## src/sv/acfe_pkg.sv

```systemverilog
// acfe_pkg: shared types, constants and helper functions of the antenna command frame encoder.
// No dependencies; every other file of the block imports it.
package acfe_pkg;

   localparam int ANGLE_FRAC_BITS = 8;
   localparam int ANGLE_WIDTH     = 19;
   localparam int ID_WIDTH        = 7;
   localparam int SEQ_WIDTH       = 7;
   localparam int BYTE_WIDTH      = 8;
   localparam int HUND_WIDTH      = 17;
   localparam int BCD_WIDTH       = 20;
   localparam int HUND_SCALE      = 100;
   localparam int PROD_WIDTH      = ANGLE_WIDTH + 7;
   localparam int CNT_WIDTH       = $clog2(HUND_WIDTH);
   localparam int IDX_WIDTH       = 5;
   localparam int QUEUE_DEPTH     = 2;
   localparam int QPTR_WIDTH      = $clog2(QUEUE_DEPTH);

   localparam logic [SEQ_WIDTH-1:0]  SEQ_MAX  = 7'd99;
   localparam logic [ID_WIDTH-1:0]   ID_MAX   = 7'd99;
   localparam logic [HUND_WIDTH-1:0] HUND_MAX = 17'd99999;

   // byte positions inside a frame
   localparam logic [IDX_WIDTH-1:0] IDX_SEQ     = 5'd4;
   localparam logic [IDX_WIDTH-1:0] IDX_ID      = 5'd6;
   localparam logic [IDX_WIDTH-1:0] IDX_FILL    = 5'd8;
   localparam logic [IDX_WIDTH-1:0] IDX_AZ_SIGN = 5'd14;
   localparam logic [IDX_WIDTH-1:0] IDX_AZ_DIG  = 5'd15;
   localparam logic [IDX_WIDTH-1:0] IDX_EL_SIGN = 5'd20;
   localparam logic [IDX_WIDTH-1:0] IDX_EL_DIG  = 5'd21;
   localparam logic [IDX_WIDTH-1:0] IDX_LRC     = 5'd26;

   localparam logic [BYTE_WIDTH-1:0] CHAR_SYNC  = 8'h35;
   localparam logic [BYTE_WIDTH-1:0] CHAR_ZERO  = 8'h30;
   localparam logic [BYTE_WIDTH-1:0] CHAR_ONE   = 8'h31;
   localparam logic [BYTE_WIDTH-1:0] CHAR_PLUS  = 8'h2B;
   localparam logic [BYTE_WIDTH-1:0] CHAR_MINUS = 8'h2D;
   localparam logic [BYTE_WIDTH-1:0] CHAR_CR    = 8'h0D;
   localparam logic [BYTE_WIDTH-1:0] CHAR_LF    = 8'h0A;
   localparam logic [BYTE_WIDTH-1:0] CHAR_HEX_A = 8'h37;

   typedef struct packed {
      logic [7:0]           seq_bcd;
      logic [7:0]           id_bcd;
      logic                 az_negative;
      logic [BCD_WIDTH-1:0] az_bcd;
      logic                 el_negative;
      logic [BCD_WIDTH-1:0] el_bcd;
   } job_type;

   // two bcd digits of a value 0..99
   function automatic logic [7:0] dec2_bcd(input logic [SEQ_WIDTH-1:0] value);
      logic [3:0]           tens;
      logic [SEQ_WIDTH-1:0] rest;
      tens = 4'd0;
      rest = value;
      for (int t = 1; t <= 9; t++) begin
         if (value >= SEQ_WIDTH'(10 * t)) begin
            tens = 4'(t);
            rest = value - SEQ_WIDTH'(10 * t);
         end
      end
      return {tens, rest[3:0]};
   endfunction

   // hundredths of a degree, truncated and saturated
   function automatic logic [HUND_WIDTH-1:0] scale_hund(input logic [ANGLE_WIDTH-1:0] mag);
      logic [PROD_WIDTH-1:0] prod;
      logic [PROD_WIDTH-1:0] shifted;
      prod    = PROD_WIDTH'(mag) * PROD_WIDTH'(HUND_SCALE);
      shifted = prod >> ANGLE_FRAC_BITS;
      if (shifted > PROD_WIDTH'(HUND_MAX)) begin
         return HUND_MAX;
      end
      return shifted[HUND_WIDTH-1:0];
   endfunction

   // add 3 to every bcd digit of 5 or more
   function automatic logic [BCD_WIDTH-1:0] bcd_adjust(input logic [BCD_WIDTH-1:0] bcd);
      logic [BCD_WIDTH-1:0] res;
      res = bcd;
      for (int d = 0; d < BCD_WIDTH / 4; d++) begin
         if (bcd[4*d +: 4] >= 4'd5) begin
            res[4*d +: 4] = bcd[4*d +: 4] + 4'd3;
         end
      end
      return res;
   endfunction

   // digit of a five-digit bcd word, most significant at position 0
   function automatic logic [3:0] bcd5_digit(input logic [BCD_WIDTH-1:0] bcd,
                                             input logic [2:0] pos);
      logic [3:0] dig;
      unique case (pos)
         3'd0: dig = bcd[19:16];
         3'd1: dig = bcd[15:12];
         3'd2: dig = bcd[11:8];
         3'd3: dig = bcd[7:4];
         3'd4: dig = bcd[3:0];
         default: dig = 4'd0;
      endcase
      return dig;
   endfunction

   function automatic logic [BYTE_WIDTH-1:0] digit_char(input logic [3:0] dig);
      return CHAR_ZERO | BYTE_WIDTH'(dig);
   endfunction

   function automatic logic [BYTE_WIDTH-1:0] hex_char(input logic [3:0] nib);
      if (nib < 4'd10) begin
         return CHAR_ZERO + BYTE_WIDTH'(nib);
      end
      return CHAR_HEX_A + BYTE_WIDTH'(nib);
   endfunction

endpackage

```

## src/sv/acfe_front.sv

```systemverilog
// acfe_front: accepts a command, stamps the sequence number, scales both angles and
// converts them to bcd one bit per cycle. Depends on acfe_pkg.
module acfe_front (
   input  logic                                  clock,
   input  logic                                  reset,
   input  logic                                  req_push,
   output logic                                  req_full,
   input  logic [acfe_pkg::ID_WIDTH-1:0]         req_command_id,
   input  logic signed [acfe_pkg::ANGLE_WIDTH-1:0] req_azimuth_angle,
   input  logic signed [acfe_pkg::ANGLE_WIDTH-1:0] req_elevation_angle,
   output logic                                  job_valid,
   input  logic                                  job_ready,
   output acfe_pkg::job_type                     job
);
   import acfe_pkg::*;

   typedef enum logic [1:0] {IDLE, SCALE, CONVERT, HANDOFF} state_type;

   state_type                state_ff, state_in;
   logic [SEQ_WIDTH-1:0]     seq_ff, seq_in;
   logic [CNT_WIDTH-1:0]     count_ff, count_in;
   logic [7:0]               seq_bcd_ff, seq_bcd_in;
   logic [7:0]               id_bcd_ff, id_bcd_in;
   logic                     az_neg_ff, az_neg_in;
   logic                     el_neg_ff, el_neg_in;
   logic [ANGLE_WIDTH-1:0]   az_mag_ff, az_mag_in;
   logic [ANGLE_WIDTH-1:0]   el_mag_ff, el_mag_in;
   logic [HUND_WIDTH-1:0]    az_bin_ff, az_bin_in;
   logic [HUND_WIDTH-1:0]    el_bin_ff, el_bin_in;
   logic [BCD_WIDTH-1:0]     az_bcd_ff, az_bcd_in;
   logic [BCD_WIDTH-1:0]     el_bcd_ff, el_bcd_in;
   logic [BCD_WIDTH-1:0]     az_adj, el_adj;
   logic [SEQ_WIDTH-1:0]     seq_print;
   logic [ID_WIDTH-1:0]      id_sat;

   always_comb begin
      state_in   = state_ff;
      seq_in     = seq_ff;
      count_in   = count_ff;
      seq_bcd_in = seq_bcd_ff;
      id_bcd_in  = id_bcd_ff;
      az_neg_in  = az_neg_ff;
      el_neg_in  = el_neg_ff;
      az_mag_in  = az_mag_ff;
      el_mag_in  = el_mag_ff;
      az_bin_in  = az_bin_ff;
      el_bin_in  = el_bin_ff;
      az_bcd_in  = az_bcd_ff;
      el_bcd_in  = el_bcd_ff;
      az_adj     = bcd_adjust(az_bcd_ff);
      el_adj     = bcd_adjust(el_bcd_ff);
      seq_print  = (seq_ff > SEQ_MAX) ? '0 : seq_ff;
      id_sat     = (req_command_id > ID_MAX) ? ID_MAX : req_command_id;
      unique case (state_ff)
         IDLE: begin
            if (req_push) begin
               seq_bcd_in = dec2_bcd(seq_print);
               seq_in     = (seq_print >= SEQ_MAX) ? '0 : seq_print + SEQ_WIDTH'(1);
               id_bcd_in  = dec2_bcd(id_sat);
               az_neg_in  = req_azimuth_angle[ANGLE_WIDTH-1];
               el_neg_in  = req_elevation_angle[ANGLE_WIDTH-1];
               az_mag_in  = req_azimuth_angle[ANGLE_WIDTH-1] ?
                            ~req_azimuth_angle + ANGLE_WIDTH'(1) : req_azimuth_angle;
               el_mag_in  = req_elevation_angle[ANGLE_WIDTH-1] ?
                            ~req_elevation_angle + ANGLE_WIDTH'(1) : req_elevation_angle;
               state_in   = SCALE;
            end
         end
         SCALE: begin
            az_bin_in = scale_hund(az_mag_ff);
            el_bin_in = scale_hund(el_mag_ff);
            az_bcd_in = '0;
            el_bcd_in = '0;
            count_in  = '0;
            state_in  = CONVERT;
         end
         CONVERT: begin
            az_bcd_in = {az_adj[BCD_WIDTH-2:0], az_bin_ff[HUND_WIDTH-1]};
            el_bcd_in = {el_adj[BCD_WIDTH-2:0], el_bin_ff[HUND_WIDTH-1]};
            az_bin_in = az_bin_ff << 1;
            el_bin_in = el_bin_ff << 1;
            count_in  = count_ff + CNT_WIDTH'(1);
            if (count_ff == CNT_WIDTH'(HUND_WIDTH - 1)) begin
               state_in = HANDOFF;
            end
         end
         HANDOFF: begin
            if (job_ready) begin
               state_in = IDLE;
            end
         end
         default: state_in = IDLE;
      endcase
   end

   always_ff @(posedge clock) begin
      if (reset) begin
         state_ff <= IDLE;
         seq_ff   <= '0;
         count_ff <= '0;
      end else begin
         state_ff <= state_in;
         seq_ff   <= seq_in;
         count_ff <= count_in;
      end
      seq_bcd_ff <= seq_bcd_in;
      id_bcd_ff  <= id_bcd_in;
      az_neg_ff  <= az_neg_in;
      el_neg_ff  <= el_neg_in;
      az_mag_ff  <= az_mag_in;
      el_mag_ff  <= el_mag_in;
      az_bin_ff  <= az_bin_in;
      el_bin_ff  <= el_bin_in;
      az_bcd_ff  <= az_bcd_in;
      el_bcd_ff  <= el_bcd_in;
   end

   assign req_full  = (state_ff != IDLE);
   assign job_valid = (state_ff == HANDOFF);

   always_comb begin
      job.seq_bcd     = seq_bcd_ff;
      job.id_bcd      = id_bcd_ff;
      job.az_negative = az_neg_ff;
      job.az_bcd      = az_bcd_ff;
      job.el_negative = el_neg_ff;
      job.el_bcd      = el_bcd_ff;
   end

endmodule

```

## src/sv/acfe_queue.sv

```systemverilog
// acfe_queue: two-entry job queue between the front and the byte serializer.
// Depends on acfe_pkg.
module acfe_queue (
   input  logic              clock,
   input  logic              reset,
   input  logic              push,
   output logic              ready,
   input  acfe_pkg::job_type push_job,
   output logic              valid,
   input  logic              pop,
   output acfe_pkg::job_type head
);
   import acfe_pkg::*;

   job_type                entry_ff [QUEUE_DEPTH];
   logic [QPTR_WIDTH-1:0]  wr_ptr_ff, wr_ptr_in;
   logic [QPTR_WIDTH-1:0]  rd_ptr_ff, rd_ptr_in;
   logic [QPTR_WIDTH:0]    count_ff, count_in;
   logic                   do_push, do_pop;

   assign ready   = (count_ff != (QPTR_WIDTH + 1)'(QUEUE_DEPTH));
   assign valid   = (count_ff != '0);
   assign do_push = push && ready;
   assign do_pop  = pop && valid;
   assign head    = entry_ff[rd_ptr_ff];

   always_comb begin
      wr_ptr_in = do_push ? wr_ptr_ff + QPTR_WIDTH'(1) : wr_ptr_ff;
      rd_ptr_in = do_pop ? rd_ptr_ff + QPTR_WIDTH'(1) : rd_ptr_ff;
      count_in  = count_ff + (QPTR_WIDTH + 1)'(do_push) - (QPTR_WIDTH + 1)'(do_pop);
   end

   always_ff @(posedge clock) begin
      if (reset) begin
         wr_ptr_ff <= '0;
         rd_ptr_ff <= '0;
         count_ff  <= '0;
      end else begin
         wr_ptr_ff <= wr_ptr_in;
         rd_ptr_ff <= rd_ptr_in;
         count_ff  <= count_in;
      end
      if (do_push) begin
         entry_ff[wr_ptr_ff] <= push_job;
      end
   end

endmodule

```

## src/sv/acfe_back.sv

```systemverilog
// acfe_back: walks the frame of the job at the queue head one byte per beat, builds the
// lrc on the fly and holds the byte in an output register. Depends on acfe_pkg.
module acfe_back (
   input  logic                              clock,
   input  logic                              reset,
   input  logic                              job_valid,
   input  acfe_pkg::job_type                 job,
   output logic                              job_pop,
   output logic                              rsp_empty,
   input  logic                              rsp_pop,
   output logic [acfe_pkg::BYTE_WIDTH-1:0]   rsp_frame_byte,
   output logic                              rsp_last_byte
);
   import acfe_pkg::*;

   logic [IDX_WIDTH-1:0]  idx_ff, idx_in;
   logic [7:0]            sum_ff, sum_in;
   logic                  out_valid_ff, out_valid_in;
   logic [BYTE_WIDTH-1:0] out_byte_ff, out_byte_in;
   logic                  out_last_ff, out_last_in;
   logic                  advance;
   logic [7:0]            lrc;
   logic [1:0]            lrc_len;
   logic [IDX_WIDTH-1:0]  k;
   logic [IDX_WIDTH-1:0]  az_pos, el_pos;
   logic [BYTE_WIDTH-1:0] cur_byte;
   logic                  cur_last;

   assign advance = job_valid && (!out_valid_ff || rsp_pop);
   assign lrc     = ~sum_ff + 8'd1;
   assign k       = idx_ff - IDX_LRC;
   assign az_pos  = idx_ff - IDX_AZ_DIG;
   assign el_pos  = idx_ff - IDX_EL_DIG;

   always_comb begin
      if (sum_ff == 8'd0) begin
         lrc_len = 2'd3;
      end else if (lrc >= 8'd16) begin
         lrc_len = 2'd2;
      end else begin
         lrc_len = 2'd1;
      end
   end

   always_comb begin
      cur_last = 1'b0;
      priority if (idx_ff < IDX_SEQ) begin
         cur_byte = CHAR_SYNC;
      end else if (idx_ff < IDX_ID) begin
         cur_byte = digit_char(idx_ff[0] ? job.seq_bcd[3:0] : job.seq_bcd[7:4]);
      end else if (idx_ff < IDX_FILL) begin
         cur_byte = digit_char(idx_ff[0] ? job.id_bcd[3:0] : job.id_bcd[7:4]);
      end else if (idx_ff < IDX_AZ_SIGN) begin
         cur_byte = CHAR_ZERO;
      end else if (idx_ff == IDX_AZ_SIGN) begin
         cur_byte = job.az_negative ? CHAR_MINUS : CHAR_PLUS;
      end else if (idx_ff < IDX_EL_SIGN) begin
         cur_byte = digit_char(bcd5_digit(job.az_bcd, az_pos[2:0]));
      end else if (idx_ff == IDX_EL_SIGN) begin
         cur_byte = job.el_negative ? CHAR_MINUS : CHAR_PLUS;
      end else if (idx_ff < IDX_LRC) begin
         cur_byte = digit_char(bcd5_digit(job.el_bcd, el_pos[2:0]));
      end else if (k < IDX_WIDTH'(lrc_len)) begin
         priority if (lrc_len == 2'd3) begin
            cur_byte = (k == '0) ? CHAR_ONE : CHAR_ZERO;
         end else if (lrc_len == 2'd2) begin
            cur_byte = (k == '0) ? hex_char(lrc[7:4]) : hex_char(lrc[3:0]);
         end else begin
            cur_byte = hex_char(lrc[3:0]);
         end
      end else if (k == IDX_WIDTH'(lrc_len)) begin
         cur_byte = CHAR_CR;
      end else begin
         cur_byte = CHAR_LF;
         cur_last = 1'b1;
      end
   end

   always_comb begin
      idx_in       = idx_ff;
      sum_in       = sum_ff;
      out_valid_in = out_valid_ff;
      out_byte_in  = out_byte_ff;
      out_last_in  = out_last_ff;
      if (advance) begin
         out_valid_in = 1'b1;
         out_byte_in  = cur_byte;
         out_last_in  = cur_last;
         idx_in       = cur_last ? '0 : idx_ff + IDX_WIDTH'(1);
         if (idx_ff == '0) begin
            sum_in = 8'd0;
         end else if (idx_ff >= IDX_SEQ && idx_ff < IDX_LRC) begin
            sum_in = sum_ff + cur_byte;
         end
      end else if (rsp_pop) begin
         out_valid_in = 1'b0;
      end
   end

   always_ff @(posedge clock) begin
      if (reset) begin
         idx_ff       <= '0;
         sum_ff       <= '0;
         out_valid_ff <= 1'b0;
      end else begin
         idx_ff       <= idx_in;
         sum_ff       <= sum_in;
         out_valid_ff <= out_valid_in;
      end
      out_byte_ff <= out_byte_in;
      out_last_ff <= out_last_in;
   end

   assign job_pop        = advance && cur_last;
   assign rsp_empty      = !out_valid_ff;
   assign rsp_frame_byte = out_byte_ff;
   assign rsp_last_byte  = out_last_ff;

endmodule

```

## src/sv/antenna_command_frame_encoder.sv

```systemverilog
// antenna_command_frame_encoder: top level, front converter, job queue and byte serializer.
// Depends on acfe_pkg, acfe_front, acfe_queue and acfe_back.
//
// Usage:
//  - command channel: drive req_command_id and both angles, raise req_push; a command is
//    taken at a clock edge with req_push high and req_full low.
//  - frame channel: while rsp_empty is low, rsp_frame_byte holds the next frame byte and
//    rsp_last_byte marks the line feed that ends a frame; rsp_pop takes the beat.
//  - path: a taken command passes a scaling step, bit-serial bcd conversion of the
//    17-bit hundredths and the queue handoff before the first byte of its frame shows.
//  - frames: one frame of 29 to 31 bytes, one byte per cycle from the serializer while
//    the receiver pops every beat; the converter takes a new command only once its job
//    has gone to the queue, and a two-entry job queue lets it run ahead of the serializer.
//  - a stalled receiver holds the current byte in the output register; the serializer
//    stops, the queue fills and the front holds its job, so req_full stays high.
//  - reset: synchronous, clears the sequence number to 0 and drops all pending work.
module antenna_command_frame_encoder (
   input  logic                                    clock,
   input  logic                                    reset,
   input  logic                                    req_push,
   output logic                                    req_full,
   input  logic [acfe_pkg::ID_WIDTH-1:0]           req_command_id,
   input  logic signed [acfe_pkg::ANGLE_WIDTH-1:0] req_azimuth_angle,
   input  logic signed [acfe_pkg::ANGLE_WIDTH-1:0] req_elevation_angle,
   output logic                                    rsp_empty,
   input  logic                                    rsp_pop,
   output logic [acfe_pkg::BYTE_WIDTH-1:0]         rsp_frame_byte,
   output logic                                    rsp_last_byte
);
   import acfe_pkg::*;

   job_type front_job;
   job_type head_job;
   logic    front_valid;
   logic    queue_ready;
   logic    head_valid;
   logic    head_pop;

   acfe_front u_front (
      .clock               (clock),
      .reset               (reset),
      .req_push            (req_push),
      .req_full            (req_full),
      .req_command_id      (req_command_id),
      .req_azimuth_angle   (req_azimuth_angle),
      .req_elevation_angle (req_elevation_angle),
      .job_valid           (front_valid),
      .job_ready           (queue_ready),
      .job                 (front_job)
   );

   acfe_queue u_queue (
      .clock    (clock),
      .reset    (reset),
      .push     (front_valid),
      .ready    (queue_ready),
      .push_job (front_job),
      .valid    (head_valid),
      .pop      (head_pop),
      .head     (head_job)
   );

   acfe_back u_back (
      .clock          (clock),
      .reset          (reset),
      .job_valid      (head_valid),
      .job            (head_job),
      .job_pop        (head_pop),
      .rsp_empty      (rsp_empty),
      .rsp_pop        (rsp_pop),
      .rsp_frame_byte (rsp_frame_byte),
      .rsp_last_byte  (rsp_last_byte)
   );

endmodule

```

## config.mk

```make
export PLATFORM = sky130hd
export DESIGN_NAME = antenna_command_frame_encoder
export DESIGN_NICKNAME = d
export VERILOG_FILES = /design/src/sv/acfe_pkg.sv /design/src/sv/acfe_front.sv /design/src/sv/acfe_queue.sv /design/src/sv/acfe_back.sv /design/src/sv/antenna_command_frame_encoder.sv
export SDC_FILE = /design/constraint.sdc
export NUM_CORES = 1
export LEC_CHECK = 0
export BUFFER_PORTS_ARGS = -buffer_cell sky130_fd_sc_hd__buf_2
export CAP_MARGIN = 20
export CELL_PAD_IN_SITES_DETAIL_PLACEMENT = 0
export CELL_PAD_IN_SITES_GLOBAL_PLACEMENT = 2
export CORE_MARGIN = 4
export CORE_UTILIZATION = 40
export DETAILED_ROUTE_END_ITERATION = 6
export PLACE_DENSITY_LB_ADDON = 0.1
export SLEW_MARGIN = 30
export SYNTH_ARGS = -nofsm -noshare
export SYNTH_HDL_FRONTEND = slang
export SYNTH_SLANG_ARGS = --single-unit
```

## constraint.sdc

```tcl
create_clock -name clock -period 7.5 [get_ports clock]
set_input_delay 0.75 -clock clock [delete_from_list [all_inputs] [get_ports clock]]
set_output_delay 0.75 -clock clock [all_outputs]
set_load 0.02 [all_outputs]
```

## Yosys cells after proc, flatten, opt, wreduce, memory -nomap -nowiden

Memory sizes are Yosys's and may differ from the RTL's. A register that Yosys moved wholly into a read port is not among the register bits.
Index checks and enable logic that the tools add are counted.

- Add/sub/neg operators: 46
- Multipliers: 2
- $lt $le $gt $ge: 44
- Eq/ne operators: 21
- Multiplexer cells: 147
- Bitwise logic cells: 3
- Reduce and logical (&&, ||, !) cells: 23

Operators with widths:

| operator | number |
|---|---|
| 8-bit two-way mux | 19 |
| 4-bit two-way mux | 28 |
| 20-bit case mux with 2 select lines | 2 |
| 17-bit two-way mux | 4 |
| 17-bit case mux with 2 select lines | 2 |
| 1-bit two-way mux | 60 |
| 7-bit greater-or-equal comparator, second input constant | 7 |
| 19-bit by 5-bit multiplier with 24-bit output, second input constant | 2 |
| 7-bit by 6-bit greater-or-equal comparator with 1-bit output, second input constant | 6 |
| 4-bit by 3-bit greater-or-equal comparator with 1-bit output, second input constant | 10 |
| 4-bit case mux with 5 select lines | 2 |
| 4-bit subtractor, second input constant | 10 |
| 3-bit two-way mux | 13 |
| 19-bit by 2-bit adder with 19-bit output, second input constant | 2 |
| 19-bit inverter | 2 |
| 18-bit by 17-bit greater-than comparator with 1-bit output, second input constant | 2 |
| 18-bit two-way mux | 2 |
| 4-bit by 2-bit adder with 4-bit output, second input constant | 8 |
| 6-bit by 4-bit adder with 7-bit output, first input constant | 4 |
| 7-bit by 5-bit greater-or-equal comparator with 1-bit output, second input constant | 4 |
| 7-bit two-way mux | 3 |
| 2-bit two-way mux | 9 |
| 4-bit by 3-bit subtractor with 4-bit output, second input constant | 4 |
| 7-bit by 4-bit greater-or-equal comparator with 1-bit output, second input constant | 2 |
| 45 further kinds | 79 |

- Bits in registers: 171
- Memory bits (writable): 116
- Input bits: 49
- Output and inout port bits: 11
- Word-level logic and storage cells: 314
- Memories: 1

Memories:

| name | words | width | read ports | clocked after memory_dff | wr ports | line | source |
|---|---|---|---|---|---|---|---|
| u_queue.entry_ff | 2 | 58 | 1 | 1 | 1 | acfe_queue.sv:15 | `job_type entry_ff [QUEUE_DEPTH];` |

## Depth between registers and ports, before layout

Gate-level depths: netlist of the first run.

- Word-level depth: 33
- Depth in mapped cells: 27
- Gate-level depth less buffers: 25

## Modules after synthesis

From an unflattened synthesis of the first run, not the netlist that was laid out.

- Cell total of the unflattened synthesis: 1818
- Area, all modules: 19160.9 sq um

By module, submodules not included:

| module | times used | cells each | area each (sq um) | seq. area each (sq um) |
|---|---|---|---|---|
| acfe_front | 1 | 1268 | 12017.8 | 4184.0 |
| acfe_queue | 1 | 209 | 4431.8 | 3583.4 |
| acfe_back | 1 | 341 | 2711.4 | 520.5 |

## Worst setup path before layout of the first run

Ideal clock, no wire load.

- Path type: reg2reg
- Start: register u_back.sum_ff[0]
- End: register u_back.sum_ff[7]
- Library setup time: 0.126 ns
- Arrival time: 4.545 ns
- Data required time: 7.374 ns
- Slack: 2.829 ns
- Cell stages (with the launch flop): 25
- Buffers on the path: 2
- Period minus slack after synthesis: 4.671 ns
- Path through: dfxtp_1 > clkbuf_2 > or4_1 > clkbuf_1 > nor2_1 > xnor2_1 > inv_1 > ha_1 > nand3_1 > nor2_1 > ha_1 > a21oi_1 > o221ai_1 > or2_2 > o221ai_1 > o21ai_1 > ha_1 > a21o_1 > a21oi_1 > o21bai_1 > a21oi_1 > o21bai_1 > a21oi_1 > or3_1 > a21boi_0

- Cells in the longest elaborated chain, start to end: 31
- Elaborated cells between the ends (all ways): 72
- Those cells by class: 6 x add/sub; 4 x order compare; 3 x eq/ne; 57 x mux; 1 x bitwise; 1 x reduce/logical

RTL lines:

| item | line | source |
|---|---|---|
| from (decl) | acfe_back.sv:17 | `logic [7:0] sum_ff, sum_in;` |
| from (signal assigned) | acfe_back.sv:107 | `sum_ff <= sum_in;` |
| 8-bit inverter | acfe_back.sv:30 | `assign lrc = ~sum_ff + 8'd1;` |
| 8-bit by 1-bit adder with 8-bit output | acfe_back.sv:30 |  |
| 4-bit < comparator | acfe_pkg.sv:110 | `if (nib < 4'd10) begin` |
| 1-bit two-way mux | acfe_pkg.sv:110 |  |
| 1-bit two-way mux | acfe_back.sv:66 | `end else if (lrc_len == 2'd2) begin` |
| 1-bit two-way mux | acfe_back.sv:64 | `priority if (lrc_len == 2'd3) begin` |
| 1-bit two-way mux | acfe_back.sv:63 | `end else if (k < IDX_WIDTH'(lrc_len)) begin` |
| 1-bit two-way mux | acfe_back.sv:61 | `end else if (idx_ff < IDX_LRC) begin` |
| [... 16 more ...] | n/a |  |
| 8-bit two-way mux * | acfe_back.sv:53 | `end else if (idx_ff < IDX_AZ_SIGN) begin` |
| 8-bit two-way mux * | acfe_back.sv:51 | `end else if (idx_ff < IDX_FILL) begin` |
| 8-bit two-way mux * | acfe_back.sv:49 | `end else if (idx_ff < IDX_ID) begin` |
| 8-bit two-way mux * | acfe_back.sv:47 | `priority if (idx_ff < IDX_SEQ) begin` |
| named net u_back.cur_byte[1] | acfe_back.sv:26 | `logic [BYTE_WIDTH-1:0] cur_byte;` |
| 8-bit adder * | acfe_back.sv:93 | `sum_in = sum_ff + cur_byte;` |
| 8-bit two-way mux * | acfe_back.sv:92 | `end else if (idx_ff >= IDX_SEQ && idx_ff < IDX_LRC) begin` |
| 8-bit two-way mux * | acfe_back.sv:90 | `if (idx_ff == '0) begin` |

Mark *: on every way through the listed nets, which the timed path passes. The rest lies on a longest branch. The select of a mux whose other input is x is not followed.
A chain may end at the register's enable or synchronous reset.

## Final worst setup path of the first run

- Start: register u_back.sum_ff[1]
- End: register u_back.sum_ff[7]

The elaborated chain is that of the path after synthesis.

==> results of run 1 <==
==> per-layer routing <==
layer	up-vias	global-route usage (%)
li1	6488	-
met1	6075	20.7
met2	167	26.9
met3	39	2.63
met4	0	3.40
met5	-	0
==> synth_stat cells (all sizes together), types with 24 or more instances <==
master,count
o21ai,75
inv,216
a21oi,102
ha,187
fa,27
edfxtp,254
nor3,32
dfxtp,33
nand2b,25
xnor2,79
a31oi,24
xor2,40
nor2,135
clkbuf,49
nand2,107
==> path summary, 6_finish.rpt <==
check                        start                      end  slack [ns]  depth (start not counted)
max               u_back.sum_ff[1]         u_back.sum_ff[7]        1.98                         22
max reg2reg       u_back.sum_ff[1]         u_back.sum_ff[7]        1.98                         22
min           req_azimuth_angle[0]     u_front.az_mag_ff[0]        0.41                          1
min reg2reg  u_front.seq_bcd_ff[5]  u_queue.entry_ff[1][55]        0.44                          0
==> worst max-delay path: cells and delay by family (launching register included) <==
kind / cells / cell delay, ns
AND/OR/NAND/NOR: 6 / 1.48
adder cells (fa/ha/maj): 3 / 1.05
buffers and inverters: 1 / 0.15
AO/OA/AOI/OAI: 12 / 2.38
flip-flops: 1 / 0.41
==> cells in the final DEF, fill, tap and decap left out, types with 7 or more instances in the layout <==
master	synthesis	routed
edfxtp_1	254	254
xnor2_1	79	79
inv_1	216	215
o31ai_1	17	17
xor2_1	40	40
a22oi_1	21	21
mux2_2	18	18
a21oi_1	101	101
nand4_1	9	9
clkinv_1	1	8
a22o_1	12	12
nor3_1	32	32
and3_1	9	8
clkbuf_1	48	8
nand3_1	21	21
o211ai_1	10	10
or2_2	12	12
nand2_1	107	107
a211oi_1	15	15
buf_2	3	58
dfxtp_1	33	32
and2_1	16	16
fa_1	27	27
ha_1	187	185
mux2i_1	17	17
o21ai_0	73	73
buf_4	1	8
mux4_2	9	9
a21boi_0	7	7
a221oi_1	9	9
nor2_1	134	133
a21o_1	18	18
nor2b_1	10	10
a32oi_1	13	13
or3_1	13	13
nand2b_1	25	25
clkbuf_16	0	36
a31oi_1	23	23
==> cell families after synthesis <==
family / after synthesis
simple gates: 415
xor+xnor: 119
fa+ha+maj: 214
compound gates: 411
flops: 287
mux: 45
buf+inv: 276
other cells: 1
==> power by group <==
group          switching, W  internal [W]
clock              0.000657       0.00105
sequential         0.000235       0.00237
combinational       0.00216       0.00154
==> per-stage QoR <==
stage          total power (W)  setup WS, ns  std cells
2_1_floorplan          0.00554          2.83       1768
3_3_place_gp           0.00632          2.25       2376
3_5_place_dp           0.00638          2.08       2376
4_1_cts                0.00815          2.04       2438
5_1_grt                0.00880          1.31       2438
6_report               0.00801          1.98       2438
==> cell type report <==
type,count,area [um^2]
timing repair buffer,67,362
inverter,217,815
tap,600,751
clock inverter,18,226
fill,4332,25000
multi-input combinational,1205,9390
sequential,287,8290
clock buffer,44,931
==> flip-flops by register name, indices dropped and copies added (netlist names), 8 cells and up, named ones only <==
signal	flops
u_back.sum_ff	8
u_front.az_mag_ff	19
u_front.id_bcd_ff	8
u_front.el_mag_ff	19
u_queue.entry_ff	116
u_front.seq_bcd_ff	8
u_front.el_bin_ff	17
u_front.az_bcd_ff	20
u_front.el_bcd_ff	20
u_front.az_bin_ff	17
==> metrics.md, run 1 <==
| Metric | Value |
|---|---|
| Critical Path, Cell by Cell | `inv_1 -> ha_1 -> nor4b_2 -> nand2b_1 -> o31ai_1 -> nand3_1 -> nor2_1 -> ha_1 -> a21oi_1 -> nand4_1 -> nor3_1 -> o221ai_1 -> o21ai_1 -> ha_1 -> a21o_1 -> a21oi_1 -> o21bai_1 -> a21oi_1 -> o21bai_1 -> a21oi_1 -> o21ai_0 -> a21boi_0` |
| Clk buf depth | `3` |
| Register area share after synthesis | `44.4%` |
| Antenna cells | `0` |
| Largest family of logic cells by synthesized area | `adder cells` |
| Cell row count | `78` |
| Post-synthesis sequential element count | `287` |
| Num CTS Buffers | `35` |
| Largest net degree at the start of global routing | `76` |
| Synth top area cells | `edfxtp_1 (41%), ha_1 (13%), inv_1 (4.3%), xnor2_1 (3.7%), dfxtp_1 (3.5%)` |
| Post-synthesis xor/xnor area fraction | `5.58%` |
| Slew margin rel. | `38.7%` |
| Critical Path Sink Type | `flip-flop` |
| Clock Pin Slew Worst Setup and Hold Paths | `0.06 ns` |
| Crit-path slowest cell | `ha_1` |
| CTS Hold Bufs | `0` |
| Post-synth top area share | `40.8%` |
| Final instance area | `20800 um^2` |
| Worst path max stage delay | `0.50 ns` |
| Die X | `224 um` |
| Setup TNS | `0 ns` |
| Ys flop type | `edfxtp_1` |
| Total clock sinks | `287` |
| Worst min-delay path category | `input pin to flip-flop` |
| Max Cap Viol | `0` |
| Pwr Density | `386 nW/um^2` |
| CTS root buf | `clkbuf_16` |
| I/O Buffers | `58` |
| GPL Wtd Cong | `0.839` |
| Vias after detailed routing | `12800` |
| EDFF count, synth | `254` |
| Critical path fanouts, max | `15` |
| FMAX | `181 MHz` |
| Setup Buffers After CTS | `0` |
| Asr flop ratio synth | `0%` |
| Initial antenna violation count | `0` |
| Final setup fails | `0` |
| Syn-to-layout area delta | `11.1%` |
| RSZ-0062 raised after global routing | `false` |
| Crit start category | `flip-flop` |
| P_leak | `8.29 nW` |
| Hold Violations, Final | `0` |
| DRC Markers | `0` |
| DR WL met3 | `1.22 mm` |
| Status | `finished, final reports clean` |
| Worst VDD drop | `0.000206 V` |
| DRT antenna net count | `0` |
| Starting density of the core | `40.8%` |
| Area post-placement | `19600 um^2` |
| First-pass GRT wire length | `65.2 mm` |
| Avg Inst Size Synth | `10.6 um^2` |
| Vias in the first global route | `12800` |
| WL per Instance | `15.9 um` |
| Metal2 WL | `18.9 mm` |
| Max Transition Viols Final | `0` |
| Die height | `224 um` |
| Die ar. | `50200 um^2` |
| Crit path time final | `5.52 ns` |
| Final net count | `2076` |
| Share of cells above drive strength 1 | `9.85%` |
| Clk Latency, worst-skew pair | `0.54 ns` |
| Total global-route track usage | `15.6%` |
| Core area | `45800 um^2` |
| Post-Route Utilization | `45.4%` |
| Starting DRT DRC Count | `665` |
| Detailed Place HPWL | `28.2 mm` |
| Vias/cell | `5.24` |
| Htree depth | `2` |
| Drt total wl | `38.8 mm` |
| Syn Nets | `2031` |
| Overflow after GRT | `0` |
| M1 wire length | `18.1 mm` |
| Highest metal used | `met4` |
| Worst Path Arrival | `5.99 ns` |
| Synth area leader | `edfxtp_1` |
| Io pins | `60` |
| Cell Area, Synth | `18700 um^2` |
| Cells after Synth | `1768` |
| Worst hold margin | `0.415 ns` |
| Syn. warnings | `0` |
| Fin Clk Skew | `0.0133 ns` |
| Worst-Margin Slew | `0.913 ns` |
| Crit share post-route | `73.6%` |
| Synth Area in Compound Gates | `15.3%` |
| Synth Area in Simple Gates | `10.6%` |
| Worst Setup Path Type | `flip-flop to flip-flop` |
| # resized after CTS | `0` |
| Number of distinct library cells after synthesis | `93` |
| Cell repeated most along the worst path | `a21oi_1` |
| TritonRoute pass-1 iters | `5` |
| Worst EP required | `7.97 ns` |
| Synth Area in Adders | `15.4%` |
| CTS tree | `yes` |
| Post-synthesis mux area share | `3.16%` |
Power figures use the tool's default switching activity.
==> run 2: changes to the inputs <==
Clock period 7.5 ns to 5.44 ns, I/O delays scaled along.
==> run 2 against run 1 <==
Compared with the run above:
- cell count increased by 0.57%
- sequential power is 38% higher
- sequential share of layout area shrank 0.37 points
- fmax increased by 9.2%
- clock skew increased by 0.0015 ns
- setup slack worse by 1.6 ns
- design area grew 0.93%
- die area is the same
- largest power group unchanged
==> metrics.md, run 2 (synthesized netlist as in run 1, its figures left out) <==
| Metric | Value |
|---|---|
| Status | `finished, final reports clean` |
| Htree depth | `2` |
| Clk buf depth | `3` |
| Placed Cells incl. Taps | `2388` |
| Die height | `224 um` |
| Clock Pin Slew Worst Setup and Hold Paths | `0.06 ns` |
| Setup Buffers After CTS | `0` |
| DRC Markers | `0` |
| Critical path fanouts, max | `10` |
| Die ar. | `50200 um^2` |
| Slew margin rel. | `39.8%` |
| Reg with most FFs | `u_queue.entry_ff` |
| Hold path startpoint | `req_azimuth_angle[0]` |
| First-pass GRT wire length | `66.6 mm` |
| Syn-to-layout area delta | `12.2%` |
| Worst EP required | `5.90 ns` |
| Starting DRT DRC Count | `725` |
| TritonRoute pass-1 iters | `7` |
| Io pins | `60` |
| Fin Clk Skew | `0.0149 ns` |
| Pwr Density | `534 nW/um^2` |
| Worst min-delay path category | `input pin to flip-flop` |
| Final setup fails | `0` |
| Most common cell after layout, fill and taps aside | `edfxtp_1` |
| Vias in the first global route | `13100` |
| FMAX | `198 MHz` |
| Initial antenna violation count | `0` |
| Max reg flops | `116` |
| Crit start category | `flip-flop` |
| Worst VDD drop | `0.000294 V` |
| Area post-placement | `19700 um^2` |
| Cell row count | `78` |
| Final Worst Setup Slack | `0.381 ns` |
| Share of cells above drive strength 1 | `11.2%` |
| Reg2reg start | `u_back.sum_ff[1]` |
| Crit path time final | `5.06 ns` |
| Worst Setup Path Type | `flip-flop to flip-flop` |
| Power, Total | `0.0112 W` |
| GPL Wtd Cong | `0.858` |
| Worst reg2reg path depth | `22` |
| Num CTS Buffers | `36` |
| I/O Buffers | `58` |
| Worst Path Arrival | `5.52 ns` |
| Crit share post-route | `93.0%` |
| CTS root buf | `clkbuf_16` |
| Vias after detailed routing | `13000` |
| Drt total wl | `39.8 mm` |
| Final net count | `2089` |
| Core area | `45800 um^2` |
| Largest net degree at the start of global routing | `59` |
| RR Endpoint | `u_back.sum_ff[7]` |
| Most frequent cells in the layout | `edfxtp_1 (254), inv_1 (215), ha_1 (184), nor2_1 (132), nand2_1 (107)` |
| Hold Violations, Final | `0` |
| Overflow after GRT | `0` |
| Die X | `224 um` |
| P_leak | `8.41 nW` |
| Vias/cell | `5.29` |
| Antenna cells | `0` |
| R2r setup slk | `0.38 ns` |
| Setup TNS | `0 ns` |
| Regs by FF count | `u_queue.entry_ff: 116 flops, u_front.az_bcd_ff: 20 flops, u_front.el_bcd_ff: 20 flops` |
| CTS Hold Bufs | `0` |
| # resized after CTS | `0` |
| Final instance area | `21000 um^2` |
| Starting density of the core | `40.8%` |
| Sink of the worst hold path | `u_front.az_mag_ff[0]` |
| Max Transition Viols Final | `0` |
| Critical Path Sink Type | `flip-flop` |
| Non-filler instance count after layout | `2452` |
| WL per Instance | `16.2 um` |
| Worst slack, placed | `0.120 ns` |
| Min-Delay Path Depth | `1` |
| Clk Latency, worst-skew pair | `0.55 ns` |
| DRT antenna net count | `0` |
| Total clock sinks | `287` |
| Total global-route track usage | `15.9%` |
| Max Cap Viol | `0` |
| Detailed Place HPWL | `29.0 mm` |
| CTS tree | `yes` |
| Worst-Margin Slew | `0.896 ns` |
run 2: cell types whose count changed in the layout (fill, tap and decap cells not counted), moves of 2 or more:
cell / before / now
clkinv_1: 8 / 4
o41ai_4: 2 / 0
o41ai_2: 0 / 2
buf_4: 8 / 21
clkinv_2: 2 / 9
bufinv_16: 5 / 7
clkbuf_1: 8 / 3
run 2: worst max-delay path by stage:
stage / startpoint / to / slack, ns / depth (start not counted)
after floorplan: u_back.sum_ff[0] / u_back.sum_ff[7] / 0.77 / 24
after global placement: u_back.sum_ff[1] / u_back.sum_ff[7] / 0.36 / 22
after detailed placement: u_back.sum_ff[1] / u_back.sum_ff[7] / 0.12 / 22
after CTS: u_back.sum_ff[1] / u_back.sum_ff[7] / 0.11 / 22
after global routing: u_back.sum_ff[1] / u_back.sum_ff[7] / -0.01 / 22
final: u_back.sum_ff[1] / u_back.sum_ff[7] / 0.38 / 22
run 2: metrics by stage:
stage | hold WS (ns) | utilization [%]
floorplan | 0.421 | -
global placement | 0.425 | 43.0
detailed placement | 0.433 | 43.0
CTS | 0.159 | 45.7
global route | 0.172 | 45.8
finish | 0.198 | 45.8
run 2: layout make-up:
cell class | instances | area [um^2]
Timing Repair Buffer | 79 | 448
Sequential cell | 287 | 8290
Clock buffer | 39 | 912
Fill cell | 4340 | 24800
Clock inverter | 25 | 334
Inverter | 217 | 815
Multi-Input combinational cell | 1205 | 9410
Tap cell | 600 | 751
run 2: report_power, final:
group / internal (W) / total (W) / leakage (nW) / switching [W]
clock network: 0.00156 / 0.00252 / 0.608 / 0.000962
logic: 0.00215 / 0.00508 / 5.18 / 0.00293
registers: 0.00326 / 0.00359 / 2.63 / 0.000327
run 2: per-layer routing:
layer  GRT usage [%]  up-vias  wire [um]
met5               0        -          0
met4            4.26        0        899
met3            2.82       54       1310
met2            27.8      173      19300
met1            20.5     6221      18300
li1                -     6516          -
run 2: worst max-delay path: stages, from the launching register on:
cell and delay (ns):
dfxtp_1 0.42, inv_1 0.18, ha_4 0.20, or4b_2 0.66
o211ai_1 0.29, o31ai_4 0.14, nand3_1 0.13, nor2_1 0.05
ha_1 0.30, a21oi_1 0.20, o221ai_1 0.19, or2_2 0.34
o221ai_1 0.24, o21ai_2 0.12, ha_1 0.30, a21o_1 0.17
a21oi_1 0.21, o21bai_1 0.10, a21oi_1 0.23, o21bai_1 0.09
a21oi_1 0.16, o21ai_0 0.09, a21boi_0 0.16
